## src/design/lfr_pkg.sv

```systemverilog
// ---------------------------------------------------------------------------
// lfr_pkg
// Shared types and constants for the literal find-and-replace stream block.
// ---------------------------------------------------------------------------
package lfr_pkg;

    localparam int PATTERN_MAX = 8;
    localparam int REPLACE_MAX = 8;
    localparam int WIN_IDX_W   = $clog2(PATTERN_MAX);
    localparam int REP_IDX_W   = $clog2(REPLACE_MAX);
    localparam int LEN_W       = 4;
    localparam int CNT_W       = 16;
    localparam int CFG_IDX_W   = 3;
    localparam int CFG_DATA_W  = 64;

    // configuration register indexes
    typedef enum logic [CFG_IDX_W-1:0] {
        CFG_PATTERN_BYTES      = 3'd0,
        CFG_PATTERN_LENGTH     = 3'd1,
        CFG_REPLACEMENT_BYTES  = 3'd2,
        CFG_REPLACEMENT_LENGTH = 3'd3,
        CFG_OUTPUT_LIMIT       = 3'd4
    } t_cfg_reg;

    typedef logic [CFG_IDX_W-1:0]  t_cfg_idx;
    typedef logic [CFG_DATA_W-1:0] t_cfg_data;

    // input word
    typedef struct packed {
        logic [7:0] in_byte;
        logic       last_byte;
    } t_in_item;

    // output word
    typedef struct packed {
        logic [7:0]       out_byte;
        logic             byte_valid;
        logic             end_of_output;
        logic [CNT_W-1:0] total_length;
        logic             overflow;
    } t_out_item;

    // controller states
    typedef enum logic [1:0] {
        ST_IDLE,
        ST_SCAN,
        ST_REPL,
        ST_CLOSE
    } t_state;

    // controller to datapath
    typedef struct packed {
        logic accept;      // load input word into window
        logic copy_front;  // emit oldest window byte, drop it
        logic emit_repl;   // emit next replacement byte
        logic drop_match;  // clear window after a full match
        logic close;       // emit closing word, clear stream state
    } t_dp_cmd;

    // datapath to controller
    typedef struct packed {
        logic out_free;    // output register can take a word
        logic empty;       // window holds no byte
        logic one_left;    // window holds exactly one byte
        logic prefix_ok;   // window agrees with the pattern so far
        logic full_match;  // window holds the complete pattern
        logic last;        // current word ended the stream
        logic repl_empty;  // replacement length is zero
        logic repl_done;   // current replacement byte is the final one
    } t_dp_status;

endpackage

```

## src/design/literal_find_replace_stream.sv

```systemverilog
// A source byte goes into the window, then a scan copies it to the output register.
// Each word is accepted in ST_IDLE and scanned in ST_SCAN before the next is taken;
//   a completed match emits the replacement bytes in ST_REPL, bytes flushed on a
//   rescan go out from ST_SCAN, and a stream end adds the closing word in ST_CLOSE.
// The single output register stalls the scan under backpressure.
// Reset: synchronous, active low; clears the window count, stream state and config.
// ---------------------------------------------------------------------------
// literal_find_replace_stream
// Copies a byte stream, replacing each non-overlapping pattern occurrence
// with a replacement string; closes each stream with a status word.
// ---------------------------------------------------------------------------
module literal_find_replace_stream (
    input  logic                 i_clk,
    input  logic                 i_rst_n,
    input  logic                 i_in_valid,
    output logic                 o_in_ready,
    input  lfr_pkg::t_in_item    i_in_word,
    output logic                 o_out_valid,
    input  logic                 i_out_ready,
    output lfr_pkg::t_out_item   o_out_word,
    input  logic                 i_cfg_valid,
    output logic                 o_cfg_ready,
    input  lfr_pkg::t_cfg_idx    i_cfg_index,
    input  lfr_pkg::t_cfg_data   i_cfg_data
);
    import lfr_pkg::*;

    t_dp_cmd    cmd;
    t_dp_status status;

    // config writes are always taken
    assign o_cfg_ready = 1'b1;

    lfr_ctrl u_ctrl (
        .i_clk      (i_clk),
        .i_rst_n    (i_rst_n),
        .i_in_valid (i_in_valid),
        .o_in_ready (o_in_ready),
        .i_status   (status),
        .o_cmd      (cmd)
    );

    lfr_dp u_dp (
        .i_clk       (i_clk),
        .i_rst_n     (i_rst_n),
        .i_cfg_valid (i_cfg_valid),
        .i_cfg_index (i_cfg_index),
        .i_cfg_data  (i_cfg_data),
        .i_in_word   (i_in_word),
        .i_cmd       (cmd),
        .o_status    (status),
        .o_out_valid (o_out_valid),
        .i_out_ready (i_out_ready),
        .o_out_word  (o_out_word)
    );

    // accepting a word never overlaps an emit or a close
    a_cmd_excl: assert property (@(posedge i_clk) disable iff (!i_rst_n)
        $onehot0({cmd.accept, cmd.copy_front, cmd.emit_repl, cmd.close}))
        else $error("accept overlaps an emit");

    // a word is scanned before the next one is taken
    a_one_at_a_time: assert property (@(posedge i_clk) disable iff (!i_rst_n)
        (i_in_valid && o_in_ready) |=> !o_in_ready)
        else $error("input taken twice in a row");

    // close always shows the closing word next cycle
    a_close_out: assert property (@(posedge i_clk) disable iff (!i_rst_n)
        cmd.close |=> (o_out_valid && o_out_word.end_of_output && !o_out_word.byte_valid))
        else $error("closing word missing");

    // replacement bytes are only emitted when a replacement exists
    a_repl_len: assert property (@(posedge i_clk) disable iff (!i_rst_n)
        cmd.emit_repl |-> !status.repl_empty)
        else $error("replacement emitted with zero length");

endmodule

```

## src/design/lfr_ctrl.sv

```systemverilog
// ---------------------------------------------------------------------------
// lfr_ctrl
// Scan sequencer: accepts a word, then walks the match/copy/replace steps.
// ---------------------------------------------------------------------------
module lfr_ctrl (
    input  logic                  i_clk,
    input  logic                  i_rst_n,
    input  logic                  i_in_valid,
    output logic                  o_in_ready,
    input  lfr_pkg::t_dp_status   i_status,
    output lfr_pkg::t_dp_cmd      o_cmd
);
    import lfr_pkg::*;

    t_state r_state;
    t_state n_state;
    t_state done_state;

    // where to go once the window has drained
    assign done_state = i_status.last ? ST_CLOSE : ST_IDLE;

    // state register
    always_ff @(posedge i_clk) begin
        if (!i_rst_n) begin
            r_state <= ST_IDLE;
        end else begin
            r_state <= n_state;
        end
    end

    // next state
    always_comb begin
        n_state = r_state;
        case (r_state)
            ST_IDLE: begin
                if (i_in_valid) begin
                    n_state = ST_SCAN;
                end
            end
            ST_SCAN: begin
                if (i_status.empty) begin
                    n_state = done_state;
                end else if (i_status.full_match) begin
                    n_state = i_status.repl_empty ? done_state : ST_REPL;
                end else if (i_status.prefix_ok && !i_status.last) begin
                    n_state = ST_IDLE;
                end else if (i_status.out_free && i_status.one_left) begin
                    n_state = done_state;
                end
            end
            ST_REPL: begin
                if (i_status.out_free && i_status.repl_done) begin
                    n_state = done_state;
                end
            end
            ST_CLOSE: begin
                if (i_status.out_free) begin
                    n_state = ST_IDLE;
                end
            end
            default: n_state = ST_IDLE;
        endcase
    end

    // commands
    always_comb begin
        o_cmd      = '0;
        o_in_ready = 1'b0;
        case (r_state)
            ST_IDLE: begin
                o_in_ready   = 1'b1;
                o_cmd.accept = i_in_valid;
            end
            ST_SCAN: begin
                if (!i_status.empty) begin
                    if (i_status.full_match) begin
                        o_cmd.drop_match = i_status.repl_empty;
                    end else if (!(i_status.prefix_ok && !i_status.last)) begin
                        o_cmd.copy_front = i_status.out_free;
                    end
                end
            end
            ST_REPL: begin
                if (i_status.out_free) begin
                    o_cmd.emit_repl  = 1'b1;
                    o_cmd.drop_match = i_status.repl_done;
                end
            end
            ST_CLOSE: begin
                o_cmd.close = i_status.out_free;
            end
            default: o_cmd = '0;
        endcase
    end

endmodule

```

## src/design/lfr_dp.sv

```systemverilog
// ---------------------------------------------------------------------------
// lfr_dp
// Datapath: config registers, pending window, pattern compare, output limit
// tracking and the output register.
// ---------------------------------------------------------------------------
module lfr_dp (
    input  logic                  i_clk,
    input  logic                  i_rst_n,
    input  logic                  i_cfg_valid,
    input  lfr_pkg::t_cfg_idx     i_cfg_index,
    input  lfr_pkg::t_cfg_data    i_cfg_data,
    input  lfr_pkg::t_in_item     i_in_word,
    input  lfr_pkg::t_dp_cmd      i_cmd,
    output lfr_pkg::t_dp_status   o_status,
    output logic                  o_out_valid,
    input  logic                  i_out_ready,
    output lfr_pkg::t_out_item    o_out_word
);
    import lfr_pkg::*;

    // configuration
    logic [8*PATTERN_MAX-1:0] r_pat;
    logic [LEN_W-1:0]         r_pat_len;
    logic [8*REPLACE_MAX-1:0] r_rep;
    logic [LEN_W-1:0]         r_rep_len;
    logic [CNT_W-1:0]         r_limit;

    // stream state
    logic [7:0]               r_win [PATTERN_MAX];
    logic [LEN_W-1:0]         r_count;
    logic [LEN_W-1:0]         r_al;
    logic [REP_IDX_W-1:0]     r_idx;
    logic [CNT_W-1:0]         r_produced;
    logic                     r_ovf;
    logic                     r_last;

    // output register
    logic                     r_out_valid;
    t_out_item                r_out_word;

    logic [LEN_W-1:0]         pat_len_c;
    logic [LEN_W-1:0]         rep_len_c;
    logic [LEN_W-1:0]         cmp_len;
    logic                     prefix_ok;
    logic                     out_free;
    logic                     emit_req;
    logic [7:0]               emit_data;
    logic                     would_ovf;
    logic                     do_emit;

    // saturated lengths
    assign pat_len_c = (r_pat_len > LEN_W'(PATTERN_MAX)) ? LEN_W'(PATTERN_MAX) : r_pat_len;
    assign rep_len_c = (r_rep_len > LEN_W'(REPLACE_MAX)) ? LEN_W'(REPLACE_MAX) : r_rep_len;

    // compare held bytes against the pattern prefix
    assign cmp_len = (r_count < r_al) ? r_count : r_al;
    always_comb begin
        prefix_ok = (r_al != '0);
        for (int j = 0; j < PATTERN_MAX; j++) begin
            if ((LEN_W'(j) < cmp_len) && (r_win[j] != r_pat[8*j +: 8])) begin
                prefix_ok = 1'b0;
            end
        end
    end

    assign out_free = !r_out_valid || i_out_ready;

    // status to controller
    always_comb begin
        o_status            = '0;
        o_status.out_free   = out_free;
        o_status.empty      = (r_count == '0);
        o_status.one_left   = (r_count == LEN_W'(1));
        o_status.prefix_ok  = prefix_ok;
        o_status.full_match = prefix_ok && (r_count >= r_al);
        o_status.last       = r_last;
        o_status.repl_empty = (rep_len_c == '0);
        o_status.repl_done  = ({1'b0, r_idx} + LEN_W'(1)) == rep_len_c;
    end

    // byte emission with output limit check
    assign emit_req  = i_cmd.copy_front || i_cmd.emit_repl;
    assign emit_data = i_cmd.copy_front ? r_win[0] : r_rep[8*r_idx +: 8];
    assign would_ovf = ({1'b0, r_produced} + (CNT_W+1)'(1)) >= {1'b0, r_limit};
    assign do_emit   = emit_req && !r_ovf && !would_ovf;

    // configuration writes
    always_ff @(posedge i_clk) begin
        if (!i_rst_n) begin
            r_pat     <= '0;
            r_pat_len <= '0;
            r_rep     <= '0;
            r_rep_len <= '0;
            r_limit   <= '1;
        end else if (i_cfg_valid) begin
            case (i_cfg_index)
                CFG_PATTERN_BYTES:      r_pat     <= i_cfg_data;
                CFG_PATTERN_LENGTH:     r_pat_len <= i_cfg_data[LEN_W-1:0];
                CFG_REPLACEMENT_BYTES:  r_rep     <= i_cfg_data;
                CFG_REPLACEMENT_LENGTH: r_rep_len <= i_cfg_data[LEN_W-1:0];
                CFG_OUTPUT_LIMIT:       r_limit   <= i_cfg_data[CNT_W-1:0];
                default: ;
            endcase
        end
    end

    // pending window contents (no reset, read only below the count)
    always_ff @(posedge i_clk) begin
        if (i_cmd.accept) begin
            r_win[r_count[WIN_IDX_W-1:0]] <= i_in_word.in_byte;
        end else if (i_cmd.copy_front) begin
            for (int i = 0; i < PATTERN_MAX - 1; i++) begin
                r_win[i] <= r_win[i+1];
            end
        end
    end

    // stream control state
    always_ff @(posedge i_clk) begin
        if (!i_rst_n) begin
            r_count    <= '0;
            r_al       <= '0;
            r_idx      <= '0;
            r_produced <= '0;
            r_ovf      <= 1'b0;
            r_last     <= 1'b0;
        end else begin
            if (i_cmd.accept) begin
                r_last <= i_in_word.last_byte;
                if (r_count == '0) begin
                    r_al <= pat_len_c;
                end
                if (r_count < LEN_W'(PATTERN_MAX)) begin
                    r_count <= r_count + LEN_W'(1);
                end
            end
            if (i_cmd.copy_front) begin
                r_count <= r_count - LEN_W'(1);
            end
            // a full match with no replacement, or the final replacement byte, clears the window
            if (i_cmd.drop_match) begin
                r_count <= '0;
                r_idx   <= '0;
            end else if (i_cmd.emit_repl) begin
                r_idx <= r_idx + REP_IDX_W'(1);
            end
            // limit tracking
            if (emit_req && !r_ovf) begin
                if (would_ovf) begin
                    r_ovf <= 1'b1;
                end else begin
                    r_produced <= r_produced + CNT_W'(1);
                end
            end
            if (i_cmd.close) begin
                r_count    <= '0;
                r_idx      <= '0;
                r_produced <= '0;
                r_ovf      <= 1'b0;
                r_last     <= 1'b0;
            end
        end
    end

    // output register valid
    always_ff @(posedge i_clk) begin
        if (!i_rst_n) begin
            r_out_valid <= 1'b0;
        end else if (do_emit || i_cmd.close) begin
            r_out_valid <= 1'b1;
        end else if (i_out_ready) begin
            r_out_valid <= 1'b0;
        end
    end

    // output register payload
    always_ff @(posedge i_clk) begin
        if (do_emit) begin
            r_out_word.out_byte      <= emit_data;
            r_out_word.byte_valid    <= 1'b1;
            r_out_word.end_of_output <= 1'b0;
            r_out_word.total_length  <= '0;
            r_out_word.overflow      <= 1'b0;
        end else if (i_cmd.close) begin
            r_out_word.out_byte      <= '0;
            r_out_word.byte_valid    <= 1'b0;
            r_out_word.end_of_output <= 1'b1;
            r_out_word.total_length  <= r_ovf ? '0 : r_produced;
            r_out_word.overflow      <= r_ovf;
        end
    end

    assign o_out_valid = r_out_valid;
    assign o_out_word  = r_out_word;

endmodule
```

## config.mk

```make
export PLATFORM = sky130hd
export DESIGN_NAME = literal_find_replace_stream
export DESIGN_NICKNAME = d
export VERILOG_FILES = /design/src/design/lfr_pkg.sv /design/src/design/literal_find_replace_stream.sv /design/src/design/lfr_ctrl.sv /design/src/design/lfr_dp.sv
export SDC_FILE = /design/constraint.sdc
export NUM_CORES = 1
export LEC_CHECK = 0
export ABC_AREA = 0
export BUFFER_PORTS_ARGS = -buffer_cell sky130_fd_sc_hd__buf_4
export CELL_PAD_IN_SITES_DETAIL_PLACEMENT = 1
export CELL_PAD_IN_SITES_GLOBAL_PLACEMENT = 2
export CORE_ASPECT_RATIO = 2
export CORE_MARGIN = 3
export CORE_UTILIZATION = 29
export DETAILED_ROUTE_END_ITERATION = 10
export PLACE_DENSITY_LB_ADDON = 0.08
export SKIP_CTS_REPAIR_TIMING = 1
export SYNTH_ARGS = -nofsm -noshare
export SYNTH_HDL_FRONTEND = slang
export SYNTH_HIERARCHICAL = 1
export SYNTH_SLANG_ARGS = --single-unit
```

## constraint.sdc

```tcl
create_clock -name i_clk -period 9.2 [get_ports i_clk]
set_clock_uncertainty 0.05 [all_clocks]
set_input_delay 0.46 -clock i_clk [delete_from_list [all_inputs] [get_ports i_clk]]
set_output_delay 0.46 -clock i_clk [all_outputs]
set_load 0.005 [all_outputs]
```

-- After elaboration in Yosys (flattened, before gate mapping)
Memories as Yosys holds them, arrays and structs flattened.
Index checks and enable logic that the tools add are counted.
- flip-flop bits (word level): 211
- memories kept: 1
- input port bits: 81
- bits in writable memories: 64
- logic and storage cells: 156
- output and inout bits: 30
- memories (name ; depth ; bits a word ; read ports ; clocked after memory_dff ; wr ports ; line ; text):
    u_dp.r_win ; 8 ; 8 ; 8 ; 0 ; 7 ; lfr_dp.sv:29 ; logic [7:0] r_win [PATTERN_MAX];
- order comparisons: 14
- equal/unequal tests: 21
- add/subtract/negate cells: 6
- shift-type cells: 1
- muxes and demuxes: 50
- bitwise logic cells: 2
- reductions and logical operators: 43
- operators by type and width (operator ; number):
    != test 8 bit ; 8
    indexed part select 64 x 7 -> 8 bit ; 1
    two-way mux 27 bit ; 2
    two-way mux 1 bit ; 26
    two-way mux 4 bit ; 6
    two-way mux 2 bit ; 10
    AND reduction 2 bit ; 9
    adder 16 x 1 -> 17 bit, second input constant ; 1
    >= comparator 17 x 16 -> 1 bit ; 1
    adder 16 x 1 -> 16 bit, second input constant ; 1
    less-than comparator 3 x 4 -> 1 bit, first input constant ; 4
    two-way mux 16 bit ; 1
    two-way mux 8 bit ; 2
    logical AND 1 bit ; 14
    > comparator 4 bit, second input constant ; 2
    logical NOT 4 bit ; 2
    less-than comparator 1 x 4 -> 1 bit, first input constant ; 2
    less-than comparator 2 x 4 -> 1 bit, first input constant ; 2
    case mux 2 bit (4 select lines) ; 1
    nonzero test 2 bit ; 4
    OR reduction 8 bit ; 1
    == test 3 x 2 -> 1 bit, second input constant ; 2
    != test 5 x 2 -> 1 bit, second input constant ; 1
    adder 3 x 1 -> 4 bit, second input constant ; 1
    25 further kinds ; 33

-- Depth between registers and ports, before layout
- depth after elaboration: 22
- depth in mapped cells: 18
- mapped depth without buffers: 14

-- Hierarchy
Netlist, hierarchy kept.
- modules (own cells, without submodules) (module ; cells an instance ; area an instance (µm²) ; times used):
    lfr_dp ; 1345 ; 12807.3 ; 1
    lfr_ctrl ; 36 ; 282.8 ; 1
    literal_find_replace_stream ; 2 ; 11.3 ; 1

-- Least setup slack after synthesis
Ideal clock, no wire load.
- kind: reg-to-reg
- start: register u_dp.r_al[1]
- end: register u_dp.r_out_word, in the netlist u_dp/o_out_word[19], enable pin
- data arrival time: 3.302 ns
- path slack: 5.573 ns
- stages on the path, launching flop included: 18
- setup time: 0.274 ns
- period minus slack after synthesis: 3.627 ns
- cells stage by stage: dfxtp_1 -> inv_1 -> ha_1 -> nor2b_1 -> o31ai_2 -> a21boi_1 -> o22a_1 -> o31a_1 -> nor3_1 -> buf_4 -> nor2b_1 -> nor4_1 -> clkbuf_1 -> or2_2 -> and3_1 -> buf_4 -> a21oi_1 -> inv_1
- RTL lines (what ; line ; text):
    start: declaration ; lfr_dp.sv:31 ; logic [LEN_W-1:0] r_al;
    start signal: assignment ; lfr_dp.sv:131 ; r_al <= pat_len_c;
    end: declaration ; lfr_dp.sv:39 ; t_out_item r_out_word;

==> impl_results.md <==
- Die W: between 150 and 200 microns
- Global-route wire length before repair: 70.9 mm
- Die H: 307 microns
- CTS tree: done
- Final Cell Area: between 15000 and 20000 sq um
- Cell count after synthesis: 1383
- Hold Path Class: primary input to register
- Clock transition at path regs: around 0.07 ns
- H-tree levels: 1
- Post-synth EDFFs: slightly above 70
- Power per Cell Area: between 200 and 250 nW/um^2
- Commonest non-fill, non-tap cells in the layout: nand2_1 (303), dfxtp_1 (203), a21boi_0 (134), buf_4 (127), edfxtp_1 (72)
- Largest area contributor in the netlist: dfxtp_1
- Fmax: between 200 and 250 MHz
- Unrepaired setup endpoints after global routing: false
- Post-synth top flop: dfxtp_1
- Worst Path Max Fanout: 27
- Final HPWL DP: about 37 mm
- Status: finished, final reports clean
- Crit-path slowest cell: nor2_2
- Layout cells sized above 1: 0.150
- Most common cell after layout, fill and taps aside: nand2_1
- Worst path arrival time: between 4 and 5 ns
- Data required, critical path: between 9 and 10 ns
- Placed cell area: around 14000 sq um
- Pint: 0.00239 W
- Hold Path Depth: 3
- Setup crit end kind: register
- # clock sinks: roughly 280
- Startpoint Class: register
- Drt drc: 0
- Hold_sp: i_in_word[0]
- Clock power share: 0.353
- Final Hold Fails: 0
- WS Path Type: register to register
- Initial antenna violation count: 0
- Worst skew pair latency: about 0.57 ns
- Iter 0 DRT Violations: ~340
- Combinational power share: 0.203
- Reg-to-Reg Start: u_dp/r_count[1]$_SDFFE_PP0P_
- Final WL: 48.1 mm
- Final Setup Violations: 0
- Net Switching: 0.00107 W
- Crit-path cells: ha_1, nor2b_1, o31a_1, nor3_1, o22ai_1, a32oi_1, nor3_1, nor2b_1, nor4_2, buf_4, or2_2, nand3_4, nor2_2, nor2_1
- Antenna Cells: 0
- Ys Warns: 6
- Vias in the first global route: 11000
- Worst slew pin tran: 1.22 ns
- Routability cong.: between 0.8 and 0.9
- Number of synthesized register bits: between 200 and 300
- Max-slew violations: 0
- Maximum vdd ir drop: ~0.00012 V
- Pin count of the biggest net entering global routing: between 100 and 150
- Final Cycle Share: 0.492
- Synth unique cells: 71
- Final min period: between 4 and 5 ns
- Cell row count: roughly 110
- Synthesis-to-layout area growth: 17.3%
- Slew HR: 0.178
- Reg-to-reg slack, setup: roughly 4.7 ns
- CTS root buf: clkbuf_16
- Sequential area share after synthesis: 0.475
- Post-Syn Nets: 1494
- Vias after detailed routing: about 10000
- Final nets: between 1500 and 2000
- Cell Area, Synth: about 13000 sq um
- Worst R2R End: u_dp/o_out_word[4]$_SDFFE_PP0P_
- Worst-case hold path end point: u_dp/r_last$_SDFFE_PP0P_
- Die Footprint: approximately 48000 sq um
- Core area: roughly 44000 sq um
- # port buffers: around 110
- Top-area cell type share of the netlist area: 0.310
- Buf/Inv on CP: 1
- Num CTS Buffers: 29
- Antenna viol nets, final: 0
- Fill cells: around 5100
- Syn avg cell area: 9.47 sq um
- GRT Total Usage: 0.199
- Synth async-reset ratio: 0
- Via density: 4.97
- CP max stage delay: 0.75 ns
- Initial Util: 0.295
- Final setup TNS: 0 ns
- Static Leak: between 5 and 6 nW
- Sw frac: 0.309
- Post-detailed-route wirelength per cell: approximately 24 microns
- Grt ovf: 0
- Worst Reg2Reg Path Length in Cells: 14
- Io pins: about 110
- Number of max-cap violations: 0
- Clk buf depth: 3
- Top post-synthesis cells by area: dfxtp_1 (31%), edfxtp_1 (17%), nand2_1 (8.7%)
- 1st-pass router iterations: 4
- Flop pwr share: 0.443
- Top delay family on crit path: simple AND/OR/NAND/NOR gates
-- state kept, by name, indices dropped and copies added, names as in the netlist --
name and cells:
u_dp/o_out_valid 1, u_dp/r_rep 64, u_dp/r_win 64, u_dp/r_pat_len 4, u_dp/r_limit 16, u_dp/r_produced 16
u_dp/r_ovf 1, u_dp/r_idx 3, u_dp/o_out_word 27, u_dp/r_rep_len 4, u_dp/r_count 4, u_dp/r_last 1
u_dp/r_al 4, u_dp/r_pat 64, u_ctrl/r_state 2
-- worst register-to-register path, stage by stage, from the launching register on --
cell and delay [ns]:
dfxtp_1 0.57, ha_1 0.32, nor2b_1 0.16, o31a_1 0.31, nor3_1 0.39, o22ai_1 0.17
a32oi_1 0.32, nor3_1 0.12, nor2b_1 0.16, nor4_2 0.14, buf_4 0.32, or2_2 0.23
nand3_4 0.24, nor2_2 0.75, nor2_1 0.12
-- power groups by stage --
stage          Sequential [W]  Clock (W)  Combinational (W)
2_1_floorplan         0.00150          0           0.000466
3_3_place_gp          0.00156          0           0.000703
3_5_place_dp          0.00156          0           0.000712
4_1_cts               0.00153    0.00127           0.000716
5_1_grt               0.00154    0.00131           0.000776
6_report              0.00153    0.00122           0.000703
-- per-layer routing --
layer / track usage / wire, microns / up-vias
li1: - / - / 4890
met1: 0.182 / 15600 / 4887
met2: 0.418 / 28600 / 193
met3: 0.0196 / 1320 / 83
met4: 0.0944 / 2550 / 0
met5: 0 / 0 / -
-- stage by stage --
step	setup slack, ns	cells	power (W)	utilization	hold slack [ns]
CTS	4.51	2024	0.00352	0.346	0.0484
detailed placement	4.57	1972	0.00227	0.324	0.408
global route	4.30	2024	0.00362	0.346	0.0679
floorplan	5.57	1383	0.00197	-	0.390
finish	4.67	2024	0.00345	0.346	0.0921
global placement	4.61	1972	0.00226	0.324	0.403
-- layout make-up --
cell class,count,area (sq um),area share
timing repair buffer,127,953,0.0620
inverter,35,131,0.00855
sequential,275,6230,0.405
tap,555,694,0.0452
multi-input combinational,980,6390,0.416
clock inverter,11,111,0.00724
clock buffer,41,865,0.0562
-- worst max-delay path by stage --
stage                                       from                         endpoint  slack [ns]  cells past startpoint
floorplan              u_dp/r_al[1]$_SDFFE_PN0P_    u_dp/o_out_word[19]$_DFFE_PP_        5.57                     17
global placement    u_dp/r_count[1]$_SDFFE_PP0P_  u_dp/o_out_word[3]$_SDFFE_PP0P_        4.61                     13
detailed placement  u_dp/r_count[1]$_SDFFE_PP0P_  u_dp/o_out_word[8]$_SDFFE_PP0P_        4.57                     13
CTS                 u_dp/r_count[1]$_SDFFE_PP0P_  u_dp/o_out_word[4]$_SDFFE_PP0P_        4.51                     13
global route        u_dp/r_count[1]$_SDFFE_PP0P_  u_dp/o_out_word[3]$_SDFFE_PP0P_        4.30                     14
finish              u_dp/r_count[1]$_SDFFE_PP0P_  u_dp/o_out_word[4]$_SDFFE_PP0P_        4.67                     14
-- cell usage after synthesis (all sizes together) (14+ instances only) --
library cell    n
mux2i          22
ha             30
buf            14
a21o           63
edfxtp         72
xor2           24
o21ai          19
dfxtp         203
nand2         305
nor2b          31
mux4           16
xnor2          59
nor2           55
a21oi          45
nand2b         16
a21boi        135
o211ai         17
nand3          14
inv            35
nand4          20
clkbuf         79
-- kinds of logic (layout without fill, tap and decap cells) --
family / after synthesis / in the layout / synth area share
xor gates and xnor gates: 83 / 83 / 0.0555
DFF: 275 / 275 / 0.475
and+or+nand+nor: 509 / 509 / 0.182
adders and majority gates: 30 / 30 / 0.0287
buffers and inverters: 128 / 214 / 0.0394
AOI/OAI and AO/OA: 319 / 319 / 0.175
other: 1 / 1 / 0.000286
muxes: 38 / 38 / 0.0443
(Power assumes the default switching activity.)
